**src/kfc_pkg.sv**
```systemverilog
// Package with the result word type, the push bundle and the framing constants.
`timescale 1ns / 1ps

package kfc_pkg;

    localparam logic MODE_KWP = 1'b0;
    localparam logic MODE_ISO = 1'b1;

    localparam int unsigned OUTQ_DEPTH = 4;
    localparam int unsigned OUTQ_PTR_W = $clog2(OUTQ_DEPTH);
    localparam int unsigned OUTQ_CNT_W = $clog2(OUTQ_DEPTH + 1);

    localparam logic [8:0] KWP_LEN_BYTE_POS = 9'd4;
    localparam logic [8:0] KWP_EXT_LEN_ADD  = 9'd5;
    localparam logic [8:0] KWP_FMT_LEN_ADD  = 9'd4;
    localparam logic [8:0] KWP_SHORT_ADD    = 9'd2;

    typedef struct packed {
        logic [7:0] line_byte;
        logic       is_checksum;
        logic       frame_end;
        logic       bad_header;
    } t_result;

    typedef struct packed {
        logic [1:0] count;
        t_result    res0;
        t_result    res1;
    } t_push;

endpackage

```
**src/kline_frame_length_checksum_top.sv**
```systemverilog
// Top level of the K-line transmit framer with length detection and checksum.
//
//   Channel   Direction  Handshake                     Payload
//   tx        in         i_tx_valid / o_tx_ready       i_tx_byte
//   line      out        o_line_valid / i_line_ready   o_line_byte, o_is_checksum,
//                                                      o_frame_end, o_bad_header
//   cfg       in         i_cfg_we                      i_cfg_wdata (frame mode)
//
// One input word is taken per cycle while o_tx_ready is high; its result words enter a
// four-word output queue at the same edge and can leave in the next cycle, one word per
// cycle while i_line_ready is high. The last data word of a frame yields two words, so
// o_tx_ready holds only while the queue has room for two; the queue drain sets the rate.
// Reset is synchronous and active low and clears the frame state, the mode and the queue.
// A stall on the line side backs up into the queue and then into o_tx_ready.
`timescale 1ns / 1ps

module kline_frame_length_checksum_top (
    input  logic       i_clk,
    input  logic       i_rst_n,
    input  logic       i_cfg_we,
    input  logic       i_cfg_wdata,
    input  logic       i_tx_valid,
    output logic       o_tx_ready,
    input  logic [7:0] i_tx_byte,
    output logic       o_line_valid,
    input  logic       i_line_ready,
    output logic [7:0] o_line_byte,
    output logic       o_is_checksum,
    output logic       o_frame_end,
    output logic       o_bad_header
);

    kfc_pkg::t_push   push;
    kfc_pkg::t_result result;
    logic             accept;

    assign accept = i_tx_valid && o_tx_ready;

    kfc_framer u_framer (
        .i_clk       (i_clk),
        .i_rst_n     (i_rst_n),
        .i_cfg_we    (i_cfg_we),
        .i_cfg_wdata (i_cfg_wdata),
        .i_accept    (accept),
        .i_tx_byte   (i_tx_byte),
        .o_push      (push)
    );

    kfc_outq u_outq (
        .i_clk    (i_clk),
        .i_rst_n  (i_rst_n),
        .i_push   (push),
        .o_room   (o_tx_ready),
        .o_valid  (o_line_valid),
        .i_ready  (i_line_ready),
        .o_result (result)
    );

    assign o_line_byte   = result.line_byte;
    assign o_is_checksum = result.is_checksum;
    assign o_frame_end   = result.frame_end;
    assign o_bad_header  = result.bad_header;

endmodule

```
**src/kfc_framer.sv**
```systemverilog
// Frame state, length detection and checksum; emits up to two result words per input word.
`timescale 1ns / 1ps

module kfc_framer (
    input  logic          i_clk,
    input  logic          i_rst_n,
    input  logic          i_cfg_we,
    input  logic          i_cfg_wdata,
    input  logic          i_accept,
    input  logic [7:0]    i_tx_byte,
    output kfc_pkg::t_push o_push
);

    logic       r_mode;
    logic       r_in_frame;
    logic [8:0] r_pos;
    logic [8:0] r_len;
    logic       r_len_known;
    logic [7:0] r_sum;

    logic       n_in_frame;
    logic [8:0] n_pos;
    logic [8:0] n_len;
    logic       n_len_known;
    logic [7:0] n_sum;

    kfc_pkg::t_result data_res;
    kfc_pkg::t_result err_res;
    kfc_pkg::t_result cks_res;
    logic             fin;

    always_comb begin
        data_res = '{line_byte: i_tx_byte, is_checksum: 1'b0, frame_end: 1'b0,
                     bad_header: 1'b0};
        err_res  = '{line_byte: 8'd0, is_checksum: 1'b0, frame_end: 1'b1,
                     bad_header: 1'b1};

        n_in_frame  = r_in_frame;
        n_pos       = r_pos;
        n_len       = r_len;
        n_len_known = r_len_known;
        n_sum       = r_sum;
        o_push      = '0;

        if (i_accept) begin
            if (!r_in_frame) begin
                if (r_mode == kfc_pkg::MODE_ISO) begin
                    if (i_tx_byte == 8'd0) begin
                        o_push.res0  = err_res;
                        o_push.count = 2'd1;
                    end else begin
                        n_in_frame  = 1'b1;
                        n_len       = {1'b0, i_tx_byte};
                        n_len_known = 1'b1;
                        n_pos       = 9'd0;
                        n_sum       = 8'd0;
                    end
                end else if (i_tx_byte[7] || !i_tx_byte[6]) begin
                    if (i_tx_byte[7]) begin
                        if (i_tx_byte[3:0] == 4'd0) begin
                            n_len_known = 1'b0;
                            n_len       = 9'd0;
                        end else begin
                            n_len_known = 1'b1;
                            n_len       = {3'd0, i_tx_byte[5:0]} + kfc_pkg::KWP_FMT_LEN_ADD;
                        end
                    end else begin
                        n_len_known = 1'b1;
                        n_len       = {1'b0, i_tx_byte} + kfc_pkg::KWP_SHORT_ADD;
                    end
                    n_in_frame   = 1'b1;
                    n_pos        = 9'd1;
                    n_sum        = i_tx_byte;
                    o_push.res0  = data_res;
                    o_push.count = 2'd1;
                end else begin
                    o_push.res0  = err_res;
                    o_push.count = 2'd1;
                end
            end else begin
                o_push.res0  = data_res;
                o_push.count = 2'd1;
                n_sum        = r_sum + i_tx_byte;
                n_pos        = r_pos + 9'd1;
                if (!r_len_known && n_pos == kfc_pkg::KWP_LEN_BYTE_POS) begin
                    n_len       = {1'b0, i_tx_byte} + kfc_pkg::KWP_EXT_LEN_ADD;
                    n_len_known = 1'b1;
                end
            end
        end

        cks_res = '{line_byte: n_sum, is_checksum: 1'b1, frame_end: 1'b1, bad_header: 1'b0};
        fin     = i_accept && n_in_frame && n_len_known
                  && (({1'b0, n_pos} + 10'd1) == {1'b0, n_len});

        if (fin) begin
            if (o_push.count == 2'd0) begin
                o_push.res0 = cks_res;
            end else begin
                o_push.res1 = cks_res;
            end
            o_push.count = o_push.count + 2'd1;
            n_in_frame   = 1'b0;
            n_pos        = 9'd0;
            n_len        = 9'd0;
            n_len_known  = 1'b0;
            n_sum        = 8'd0;
        end
    end

    always_ff @(posedge i_clk) begin
        if (!i_rst_n) begin
            r_mode      <= kfc_pkg::MODE_KWP;
            r_in_frame  <= 1'b0;
            r_pos       <= 9'd0;
            r_len       <= 9'd0;
            r_len_known <= 1'b0;
            r_sum       <= 8'd0;
        end else begin
            if (i_cfg_we) begin
                r_mode <= i_cfg_wdata;
            end
            r_in_frame  <= n_in_frame;
            r_pos       <= n_pos;
            r_len       <= n_len;
            r_len_known <= n_len_known;
            r_sum       <= n_sum;
        end
    end

`ifndef SYNTHESIS
    a_two_ends_in_checksum: assert property (@(posedge i_clk) disable iff (!i_rst_n)
        (o_push.count == 2'd2) |-> (o_push.res1.is_checksum && o_push.res1.frame_end
                                    && !o_push.res0.frame_end))
        else $error("second word of a push is not the closing checksum");

    a_len_pending_early: assert property (@(posedge i_clk) disable iff (!i_rst_n)
        (r_in_frame && !r_len_known) |-> (r_pos < kfc_pkg::KWP_LEN_BYTE_POS))
        else $error("length byte position passed without a known length");

    a_idle_clean: assert property (@(posedge i_clk) disable iff (!i_rst_n)
        !r_in_frame |-> (r_sum == 8'd0 && r_pos == 9'd0 && !r_len_known))
        else $error("framer idle with stale frame state");
`endif

endmodule

```
**src/kfc_outq.sv**
```systemverilog
// Small output queue that takes up to two result words per cycle and hands out one.
`timescale 1ns / 1ps

module kfc_outq (
    input  logic             i_clk,
    input  logic             i_rst_n,
    input  kfc_pkg::t_push   i_push,
    output logic             o_room,
    output logic             o_valid,
    input  logic             i_ready,
    output kfc_pkg::t_result o_result
);

    kfc_pkg::t_result r_mem [kfc_pkg::OUTQ_DEPTH];

    logic [kfc_pkg::OUTQ_PTR_W-1:0] r_wr_ptr;
    logic [kfc_pkg::OUTQ_PTR_W-1:0] r_rd_ptr;
    logic [kfc_pkg::OUTQ_CNT_W-1:0] r_count;
    logic [kfc_pkg::OUTQ_PTR_W-1:0] wr_ptr_1;
    logic                           pop;

    assign o_valid  = (r_count != '0);
    assign o_result = r_mem[r_rd_ptr];
    assign pop      = o_valid && i_ready;
    assign wr_ptr_1 = r_wr_ptr + kfc_pkg::OUTQ_PTR_W'(1);
    assign o_room   = (r_count <= kfc_pkg::OUTQ_CNT_W'(kfc_pkg::OUTQ_DEPTH - 2));

    always_ff @(posedge i_clk) begin
        if (i_push.count != 2'd0) begin
            r_mem[r_wr_ptr] <= i_push.res0;
        end
        if (i_push.count == 2'd2) begin
            r_mem[wr_ptr_1] <= i_push.res1;
        end
    end

    always_ff @(posedge i_clk) begin
        if (!i_rst_n) begin
            r_wr_ptr <= '0;
            r_rd_ptr <= '0;
            r_count  <= '0;
        end else begin
            r_wr_ptr <= r_wr_ptr + kfc_pkg::OUTQ_PTR_W'(i_push.count);
            if (pop) begin
                r_rd_ptr <= r_rd_ptr + kfc_pkg::OUTQ_PTR_W'(1);
            end
            r_count <= r_count + kfc_pkg::OUTQ_CNT_W'(i_push.count)
                       - kfc_pkg::OUTQ_CNT_W'(pop);
        end
    end

`ifndef SYNTHESIS
    a_no_overfill: assert property (@(posedge i_clk) disable iff (!i_rst_n)
        r_count <= kfc_pkg::OUTQ_CNT_W'(kfc_pkg::OUTQ_DEPTH))
        else $error("output queue holds more words than its depth");

    a_push_has_room: assert property (@(posedge i_clk) disable iff (!i_rst_n)
        (i_push.count != 2'd0) |-> o_room)
        else $error("words pushed without room for two");

    a_pop_drains: assert property (@(posedge i_clk) disable iff (!i_rst_n)
        (pop && i_push.count == 2'd0)
        |=> (r_count == $past(r_count) - kfc_pkg::OUTQ_CNT_W'(1)))
        else $error("queue fill did not drop after a lone pop");
`endif

endmodule
```
**config.mk**
```make
export PLATFORM = sky130hd
export DESIGN_NAME = kline_frame_length_checksum_top
export DESIGN_NICKNAME = d
export VERILOG_FILES = /design/src/kfc_pkg.sv /design/src/kline_frame_length_checksum_top.sv /design/src/kfc_framer.sv /design/src/kfc_outq.sv
export SDC_FILE = /design/constraint.sdc
export NUM_CORES = 1
export LEC_CHECK = 0
export BUFFER_PORTS_ARGS = -buffer_cell sky130_fd_sc_hd__buf_2
export CAP_MARGIN = 20
export CORE_ASPECT_RATIO = 2
export CORE_MARGIN = 5
export CORE_UTILIZATION = 30
export CTS_BUF_LIST = sky130_fd_sc_hd__clkbuf_8
export DETAILED_ROUTE_END_ITERATION = 16
export SLEW_MARGIN = 10
export SYNTH_ARGS = -nofsm -noshare
export SYNTH_HDL_FRONTEND = slang
export SYNTH_SLANG_ARGS = --single-unit
```
**constraint.sdc**
```tcl
create_clock -name i_clk -period 10.7 [get_ports i_clk]
set_input_delay 0.535 -clock i_clk [delete_from_list [all_inputs] [get_ports i_clk]]
set_output_delay 0.535 -clock i_clk [all_outputs]
set_load 0.02 [all_outputs]
```
Yosys cells after proc, flatten, opt, wreduce, memory -nomap -nowiden
Memory sizes are Yosys's and may differ from the RTL's. A register that Yosys moved wholly into a read port is not among the register bits. Index checks and enable logic that the tools add are counted.

Bits in registers: 36. Memory bits (writable): 44. Output and inout bits: 13. Logic and storage cells: 87. Memories: 1.

Memories: u_outq.r_mem (depth 4, bits a word 11, rd ports 1, clocked after memory_dff 1, wr ports 2, RTL line kfc_outq.sv:14) `kfc_pkg::t_result r_mem [kfc_pkg::OUTQ_DEPTH];`.

$add $sub $neg: 12. Order comparisons: 1. Equality and inequality tests: 3. Multiplexer cells: 45. Bitwise gates (word level): 1. Reduce and logical (&&, ||, !) cells: 15.

Operator list (count): 9-bit two-way mux (13); 8-bit two-way mux (5); 13-bit two-way mux (3); 11-bit two-way mux (3); 24-bit two-way mux (1); 1-bit two-way mux (17); 12-bit two-way mux (1); 9-bit by 1-bit adder with 10-bit output (second input constant) (1); 10-bit by 9-bit equality test with 1-bit output (1); 8-bit by 2-bit adder with 9-bit output (second input constant) (1); 8-bit by 3-bit adder with 9-bit output (second input constant) (1); 9-bit by 1-bit adder with 9-bit output (second input constant) (1); 9-bit by 3-bit equality test with 1-bit output (second input constant) (1); 8-bit adder (1); 8-bit logical NOT (1); 6-bit by 3-bit adder with 7-bit output (second input constant) (1); 2-bit by 1-bit adder with 2-bit output (second input constant) (3); 1-bit logical AND (6); 4-bit logical NOT (1); 2-bit two-way mux (2); 3-bit by 2-bit adder with 3-bit output (1); 3-bit by 2-bit less-or-equal comparator with 1-bit output (second input constant) (1); 3-bit nonzero test (1); 3-bit by 1-bit subtractor with 3-bit output (1); other kinds (8) (9).

Logic depth before layout (Yosys ltp)
Gate-level depths: netlist of the first run.

Depth in word-level cells: 13. Mapped depth: 26. Depth with buffers taken out: 23.

Cells and area by module
Synthesis of the first run repeated with hierarchy kept, for this count alone.

Cell total of the unflattened synthesis: 566. Area total of the unflattened synthesis: 5945.7 um2.

By module, submodules not included: kfc_framer (instances 1, cells each 407, area each 3203.1 um2, seq. area each 580.6 um2); kfc_outq (instances 1, cells each 158, area each 2736.4 um2, seq. area each 1501.4 um2); kline_frame_length_checksum_top (instances 1, cells each 1, area each 6.3 um2, seq. area each 0.0 um2).

Worst setup path before layout of the first run
No wires, ideal clock.

Kind: input to register. Start: input port i_tx_byte[2]. End: register u_outq.r_count[2] in the netlist's numbering. Setup time: 115 ps. Arrival time: 5124 ps. Data required time: 10585 ps. Setup slack: 5461 ps. Stages: 23. Path through: clkbuf_1 > inv_1 > ha_1 > and4bb_4 > a31oi_2 > nand2_1 > a22o_1 > ha_1 > xnor2_1 > nor2_1 > a2111oi_0 > nand4_1 > or3_1 > buf_2 > clkbuf_1 > inv_1 > ha_1 > inv_1 > ha_1 > fa_1 > xor2_1 > xnor2_1 > and2_1.

Word-level cells in the longest chain between the ends: 12.

RTL lines: start: declaration (RTL line kline_frame_length_checksum_top.sv:24) `input logic [7:0] i_tx_byte,`; parallel branches: the longest is 9 deep, another holds 9-bit by 1-bit adder with 10-bit output; 24-bit two-way mux (*) (RTL line kfc_framer.sv:96) `if (fin) begin`; 3-bit by 2-bit adder with 3-bit output (*) (RTL line kfc_outq.sv:47) `r_count <= r_count + kfc_pkg::OUTQ_CNT_W'(i_push.count)`; 3-bit by 1-bit subtractor with 3-bit output (*) (RTL line kfc_outq.sv:48) `- kfc_pkg::OUTQ_CNT_W'(pop);`; end signal: assignment (RTL line kfc_outq.sv:47); end: declaration (RTL line kfc_outq.sv:18) `logic [kfc_pkg::OUTQ_CNT_W-1:0] r_count;`.

Every way passes the cells marked *. A chain may end at the register's enable or synchronous reset.

==> results of run 1 <==
## sequential cells by signal, indices dropped and copies added (netlist names), named ones only
name / cells
u_framer.r_in_frame: 1
u_outq.r_count: 3
u_outq.r_mem: 44
u_framer.r_sum: 8
u_outq.r_wr_ptr: 2
u_framer.r_pos: 9
u_outq.r_rd_ptr: 2
u_framer.r_len: 9
u_framer.r_mode: 1
u_framer.r_len_known: 1
## cell families after synthesis
group	count (synthesis)	share of synthesized area (%)
and+or+nand+nor	244	20.5
AOI/OAI and AO/OA	196	23.6
DFF	82	34.3
buffers and inverters	81	5.80
xor gates and xnor gates	34	5.24
adders and majority gates	26	5.72
muxes	15	4.84
## routing by layer
metal	vias up	routed length (µm)	global-route usage (%)
li1	2503	-	-
met1	2563	6100	15.2
met2	169	10700	32.6
met3	83	604	2.35
met4	0	1520	13.1
met5	-	0	0
## critical path: cells and delay by family, from the launching register on
kind	cells	cell delay (ps)
compound gates	5	1380
flops	1	490
fa+ha+maj	2	540
xor+xnor	1	280
simple gates	7	2130
buf+inv	2	670
## power by group
part	switching (µW)	total (µW)	leakage [µW]	internal (µW)
clock network	123	252	0.000105	129
registers	50.7	436	0.000707	385
logic	275	441	0.00143	166
## placed cells by master, fill, tap and decap left out, types with 13 or more instances in the layout
cell,Yosys,layout
sky130_fd_sc_hd__edfxtp_1,40,40
sky130_fd_sc_hd__a21oi_1,37,37
sky130_fd_sc_hd__nor2_1,50,50
sky130_fd_sc_hd__nand2_1,87,87
sky130_fd_sc_hd__inv_1,36,38
sky130_fd_sc_hd__o21ai_0,37,36
sky130_fd_sc_hd__xnor2_1,22,22
sky130_fd_sc_hd__ha_1,24,24
sky130_fd_sc_hd__nor2b_1,19,19
sky130_fd_sc_hd__and2_1,13,13
sky130_fd_sc_hd__buf_2,12,26
sky130_fd_sc_hd__dfxtp_1,42,42
sky130_fd_sc_hd__nand3_1,19,19
sky130_fd_sc_hd__o31ai_1,15,14
## final cells by class
cell class | count | area, µm²
fill | 2136 | 13300
clock inverter | 7 | 86.3
tap | 262 | 328
clock buffer | 9 | 124
multi-input combinational | 515 | 3580
inverter | 36 | 135
timing repair buffer | 33 | 183
sequential | 82 | 2040
## metrics by stage
stage	power, µW	hold WS, ps	std cells	util (%)	setup slack, ps
6_report	1130	430	944	32.8	4850
4_1_cts	1130	421	944	32.8	5020
3_5_place_dp	884	437	928	31.8	4670
2_1_floorplan	743	426	678	-	5460
5_1_grt	1190	478	944	32.8	4550
3_3_place_gp	883	435	928	31.8	4740
## path summary, 6_finish.rpt
check / from / end / slack (ps) / cells after the start
setup / recovery: u_framer.r_in_frame$_SDFF_PP0_ / u_outq.r_mem[0][6]$_DFFE_PP_ / 4850 / 17
hold / removal: i_cfg_wdata / u_framer.r_mode$_SDFFE_PN0P_ / 430 / 3
setup reg to reg: u_framer.r_in_frame$_SDFF_PP0_ / u_outq.r_mem[0][6]$_DFFE_PP_ / 4850 / 17
hold reg to reg: u_outq.r_mem[3][0]$_SDFFE_PP0P_ / u_outq.r_mem[3][0]$_SDFFE_PP0P_ / 450 / 2
==> flow_summary_export.csv, run 1 <==
group,metric,value,unit
place,postPlaceCellArea,6260,µm²
global_routing,antenna_found_initial,0,
clock_network,cts.sinks,82,
global_routing,grt_pass1_wl,29.6,mm
timing,slew_headroom,41.3,%
yosys,synth.top_cells.by_area,"sky130_fd_sc_hd__edfxtp_1, sky130_fd_sc_hd__dfxtp_1, sky130_fd_sc_hd__nand2_1, sky130_fd_sc_hd__ha_1, sky130_fd_sc_hd__mux4_2",
floorplanning,initial_core_util,30.2,%
global_routing,grt_overflow,0,
final_layout,area_growth_syn_to_layout,8.81,%
clock_network,clk_path_buf_depth,2,
timing,setup_viol,0,
clock_network,number_of_buffers_inserted_during_clock_tree_synthesis,9,
yosys,postSynth.asyncResetShare,0,%
floorplanning,floorplan.io_pins,27,
yosys,synth_top_area_share,20.2,%
yosys,mapped_cell_area,5950,µm²
yosys,synth.yosys.warnings,0,
clock_network,clock_root_buffer,"sky130_fd_sc_hd__clkbuf_8",
clock_network,htreeDepth,3,
floorplanning,die_area,22900,µm²
final_layout,drive_gt1_share,11.3,%
power,max_vdd_drop,0.0686,mV
clock_network,clock_insertion_delay_worst_skew,390,ps
outcome,run_status,"finished, final reports clean",
clock_network,post_cts_hold_buffer_count,0,
timing,timing.final.crit_share,54.7,%
yosys,synth_seq_cells,82,
floorplanning,chipWidth,110,µm
drt,finalWirelength,18.9,mm
place,detailedPlacementHpwl,14.7,mm
drt,drc,0,
global_routing,global_route.usage.total,17.0,%
timing,setup_total_negative_slack,0,ps
yosys,number_of_library_cell_types_mapped_by_synthesis,78,
floorplanning,row_count,73,
power,leakage,0.00224,µW
drt,dr.pass1.iters,5,
yosys,ys_seq_area_share,34.3,%
global_routing,grt_start_max_net_pins,42,
drt,detailedRoute.firstIterationViolations,345,
drt,final_antenna_net_count,0,
yosys,synth.cells.most_frequent,"sky130_fd_sc_hd__nand2_1, sky130_fd_sc_hd__nor2_1, sky130_fd_sc_hd__dfxtp_1",
floorplanning,coreArea,19700,µm²
final_layout,postLayoutCellArea,6470,µm²
clock_network,cts-resized-gates,0,
setup_path,critical-path-max-stage-delay,490,ps
floorplanning,die_h,209,µm
clock_network,cts_setup_buffers,0,
yosys,synth_area_per_cell,8.78,µm²
run,max-cap-violations,0,
place,place.gp.congestion,0.984,
final_layout,layout.nets,717,
setup_path,crit_path_start_kind,"flip-flop",
drt,vias,5318,
place,buffer_ports.inserted,26,
yosys,post-synth-top-area-cell,"sky130_fd_sc_hd__edfxtp_1",
setup_path,critPathCaptureType,"flip-flop",
global_routing,first_global_vias,5405,
timing,finalClockSkew,26.8,ps
yosys,synth-main-ff-cell,"sky130_fd_sc_hd__dfxtp_1",
yosys,syn_nets,718,
yosys,syn-instance-count,678,
drt,route.detailed.wl_per_inst,20.1,µm
yosys,yosysMostFrequentCell,"sky130_fd_sc_hd__nand2_1",
drt,vias_per_cell,5.63,
timing,post-route-min-period,5850,ps
hold_path,min_path_type,"in -> reg",
clock_network,cts_tree,"yes",
yosys,number_of_flops_mapped_to_enable_cells_by_yosys,40,
setup_path,critical_path.max_fanout,41,
clock_network,clk_pin_slew,110,ps
timing,max_freq,171,MHz
setup_path,critical_path_arrival,5930,ps
setup_path,worstSetupPathType,"reg -> reg",
timing,rsz0062_at_grt,"false",
final_layout,antenna-diode-count,0,
timing,timing.final.max_slew_violations,0,
setup_path,critPathRequiredTime,10780,ps
setup_path,worstPathCellList,"buf_4 > nor4b_2 > a31oi_2 > nand2_1 > a22o_1 > ha_1 > xnor2_1 > o32ai_1 > a221oi_1 > nand2b_1 > or3_1 > buf_4 > ha_1 > or3_1 > nor2_1 > nand2_1 > o41ai_1",
power,power-per-cell-area,174,nW/µm²
setup_path,timing.critical_path.slowest_stage_cell,"sky130_fd_sc_hd__dfxtp_1",
timing,final_hold_violation_count,0,
timing,worst-slew-pin-transition,880,ps
Power figures use the tool's default switching activity.
==> run 2, diff against run 1 <==
- clock period: 10.7 -> 5.1 ns (I/O delays scaled with it)
==> run 2 against run 1 <==
Sequential share of layout area is 1.7 points lower. Setup slack got worse by 4500 ps. Hold slack got worse by 290 ps. Clock skew fell by 17 ps. Final cell count up 5.2%. Clock power rose by 93%. Via count is 3.6% higher. Non-clock buffer count is 50 higher. Critical endpoint is now u_outq.r_count[2]$_SDFF_PN0_.
==> flow_summary_export.csv, run 2 (synthesized netlist as in run 1, its figures left out) <==
group,metric,value,unit
final_layout,largest-register,"u_outq.r_mem",
setup_path,worstSetupPathType,"reg -> reg",
global_routing,grt_start_max_net_pins,40,
final_layout,mostFrequentLayoutCells,"sky130_fd_sc_hd__nand2_1, sky130_fd_sc_hd__buf_4, sky130_fd_sc_hd__nor2_1, sky130_fd_sc_hd__dfxtp_1, sky130_fd_sc_hd__edfxtp_1",
place,detailedPlacementHpwl,15.5,mm
final_layout,final_common_cell,"sky130_fd_sc_hd__nand2_1",
run,max-cap-violations,0,
setup_path,critPathRequiredTime,5380,ps
clock_network,post_cts_hold_buffer_count,0,
final_layout,drive_gt1_share,17.8,%
drt,vias,5511,
drt,drc,0,
setup_path,critPathCaptureType,"flip-flop",
setup_path,critical_path_arrival,5050,ps
timing,setup_viol,0,
final_layout,area_growth_syn_to_layout,15.2,%
floorplanning,floorplan.io_pins,27,
place,preCtsSetupSlack,113,ps
floorplanning,die_h,209,µm
setup_path,crit_path_start_kind,"flip-flop",
final_layout,largest_reg_flops,44,
power,power-per-cell-area,346,nW/µm²
clock_network,clock_root_buffer,"sky130_fd_sc_hd__clkbuf_8",
drt,vias_per_cell,5.55,
drt,detailedRoute.firstIterationViolations,365,
timing,setup_ws,333,ps
timing,post-route-min-period,4770,ps
final_layout,antenna-diode-count,0,
timing,finalClockSkew,9.89,ps
final_layout,layout.nets,767,
outcome,run_status,"finished, final reports clean",
global_routing,global_route.usage.total,17.6,%
clock_network,clock_insertion_delay_worst_skew,380,ps
floorplanning,row_count,73,
floorplanning,coreArea,19700,µm²
clock_network,cts_tree,"yes",
timing,max_freq,210,MHz
floorplanning,initial_core_util,30.2,%
hold_path,min_path_type,"in -> reg",
timing,rsz0062_at_grt,"false",
clock_network,cts.sinks,82,
drt,route.detailed.wl_per_inst,19.7,µm
timing,slew_headroom,48.4,%
timing,timing.final.max_slew_violations,0,
timing,worst-slew-pin-transition,772,ps
power,leakage,0.00248,µW
drt,final_antenna_net_count,0,
clock_network,clk_pin_slew,90,ps
drt,finalWirelength,19.6,mm
global_routing,antenna_found_initial,0,
timing,final_hold_violation_count,0,
power,max_vdd_drop,0.0950,mV
floorplanning,die_area,22900,µm²
global_routing,first_global_vias,5710,
final_layout,reg.largest.list,"u_outq.r_mem (44), u_framer.r_len (9), u_framer.r_pos (9)",
place,place.gp.congestion,0.909,
floorplanning,chipWidth,110,µm
timing,setup_total_negative_slack,0,ps
setup_path,critical_path.max_fanout,11,
clock_network,htreeDepth,3,
place,buffer_ports.inserted,26,
drt,dr.pass1.iters,5,
timing,timing.final.crit_share,93.5,%
clock_network,clk_path_buf_depth,2,
global_routing,grt_pass1_wl,30.7,mm
clock_network,number_of_buffers_inserted_during_clock_tree_synthesis,9,
global_routing,grt_overflow,0,
==> run 2: metrics by stage <==
stage	area, µm²	utilization, %	cells	hold WS [ps]	power (µW)
2_1_floorplan	5950	-	678	401	1560
3_3_place_gp	6630	33.6	977	437	1890
3_5_place_dp	6630	33.6	977	444	1900
4_1_cts	6830	34.6	992	130	2390
5_1_grt	6860	34.8	993	145	2520
6_report	6860	34.8	993	138	2370
==> run 2: final cells by class <==
type | instances | area [µm²]
clock inverter | 5 | 55.1
inverter | 36 | 135
tap | 262 | 328
fill | 2092 | 12900
multi-input combinational | 515 | 3600
timing repair buffer | 83 | 558
sequential | 82 | 2040
clock buffer | 10 | 138
==> run 2: final timing paths <==
kind                              startpoint                         endpoint  slack [ps]  depth (start not counted)
max             u_framer.r_mode$_SDFFE_PN0P_     u_outq.r_count[2]$_SDFF_PN0_         330                         16
min                              i_cfg_wdata     u_framer.r_mode$_SDFFE_PN0P_         140                          3
max reg2reg     u_framer.r_mode$_SDFFE_PN0P_     u_outq.r_count[2]$_SDFF_PN0_         330                         16
min reg2reg  u_outq.r_mem[3][0]$_SDFFE_PP0P_  u_outq.r_mem[3][0]$_SDFFE_PP0P_         460                          2
==> run 2: report_power, final <==
group | total, µW | switching (µW) | internal (µW)
registers | 910 | 104 | 806
logic | 974 | 581 | 393
clock network | 486 | 250 | 236
==> run 2: worst max-delay path, cell delays in order (launching register included) <==
cell and delay, ps:
sky130_fd_sc_hd__dfxtp_1 470, sky130_fd_sc_hd__buf_4 250, sky130_fd_sc_hd__or2_2 370, sky130_fd_sc_hd__a211oi_1 410, sky130_fd_sc_hd__a211oi_1 150, sky130_fd_sc_hd__a221o_1 390
sky130_fd_sc_hd__a2111oi_1 380, sky130_fd_sc_hd__nand4_1 170, sky130_fd_sc_hd__or3_1 460, sky130_fd_sc_hd__inv_1 100, sky130_fd_sc_hd__ha_1 250, sky130_fd_sc_hd__inv_1 100
sky130_fd_sc_hd__ha_1 300, sky130_fd_sc_hd__fa_1 430, sky130_fd_sc_hd__xor2_1 160, sky130_fd_sc_hd__xnor2_1 120, sky130_fd_sc_hd__and2_1 150
==> run 2: routing by layer <==
layer  share of wire, %  global-route usage (%)
met2                 57                    33.8
met3                3.3                    2.72
met1                 31                    15.4
met4                8.3                    13.6
met5                  0                       0
==> run 2: what timing repair did <==
action                     CTS  global route
gates resized for setup      0             6
buffers inserted             0             1
setup endpoints to repair    0            48
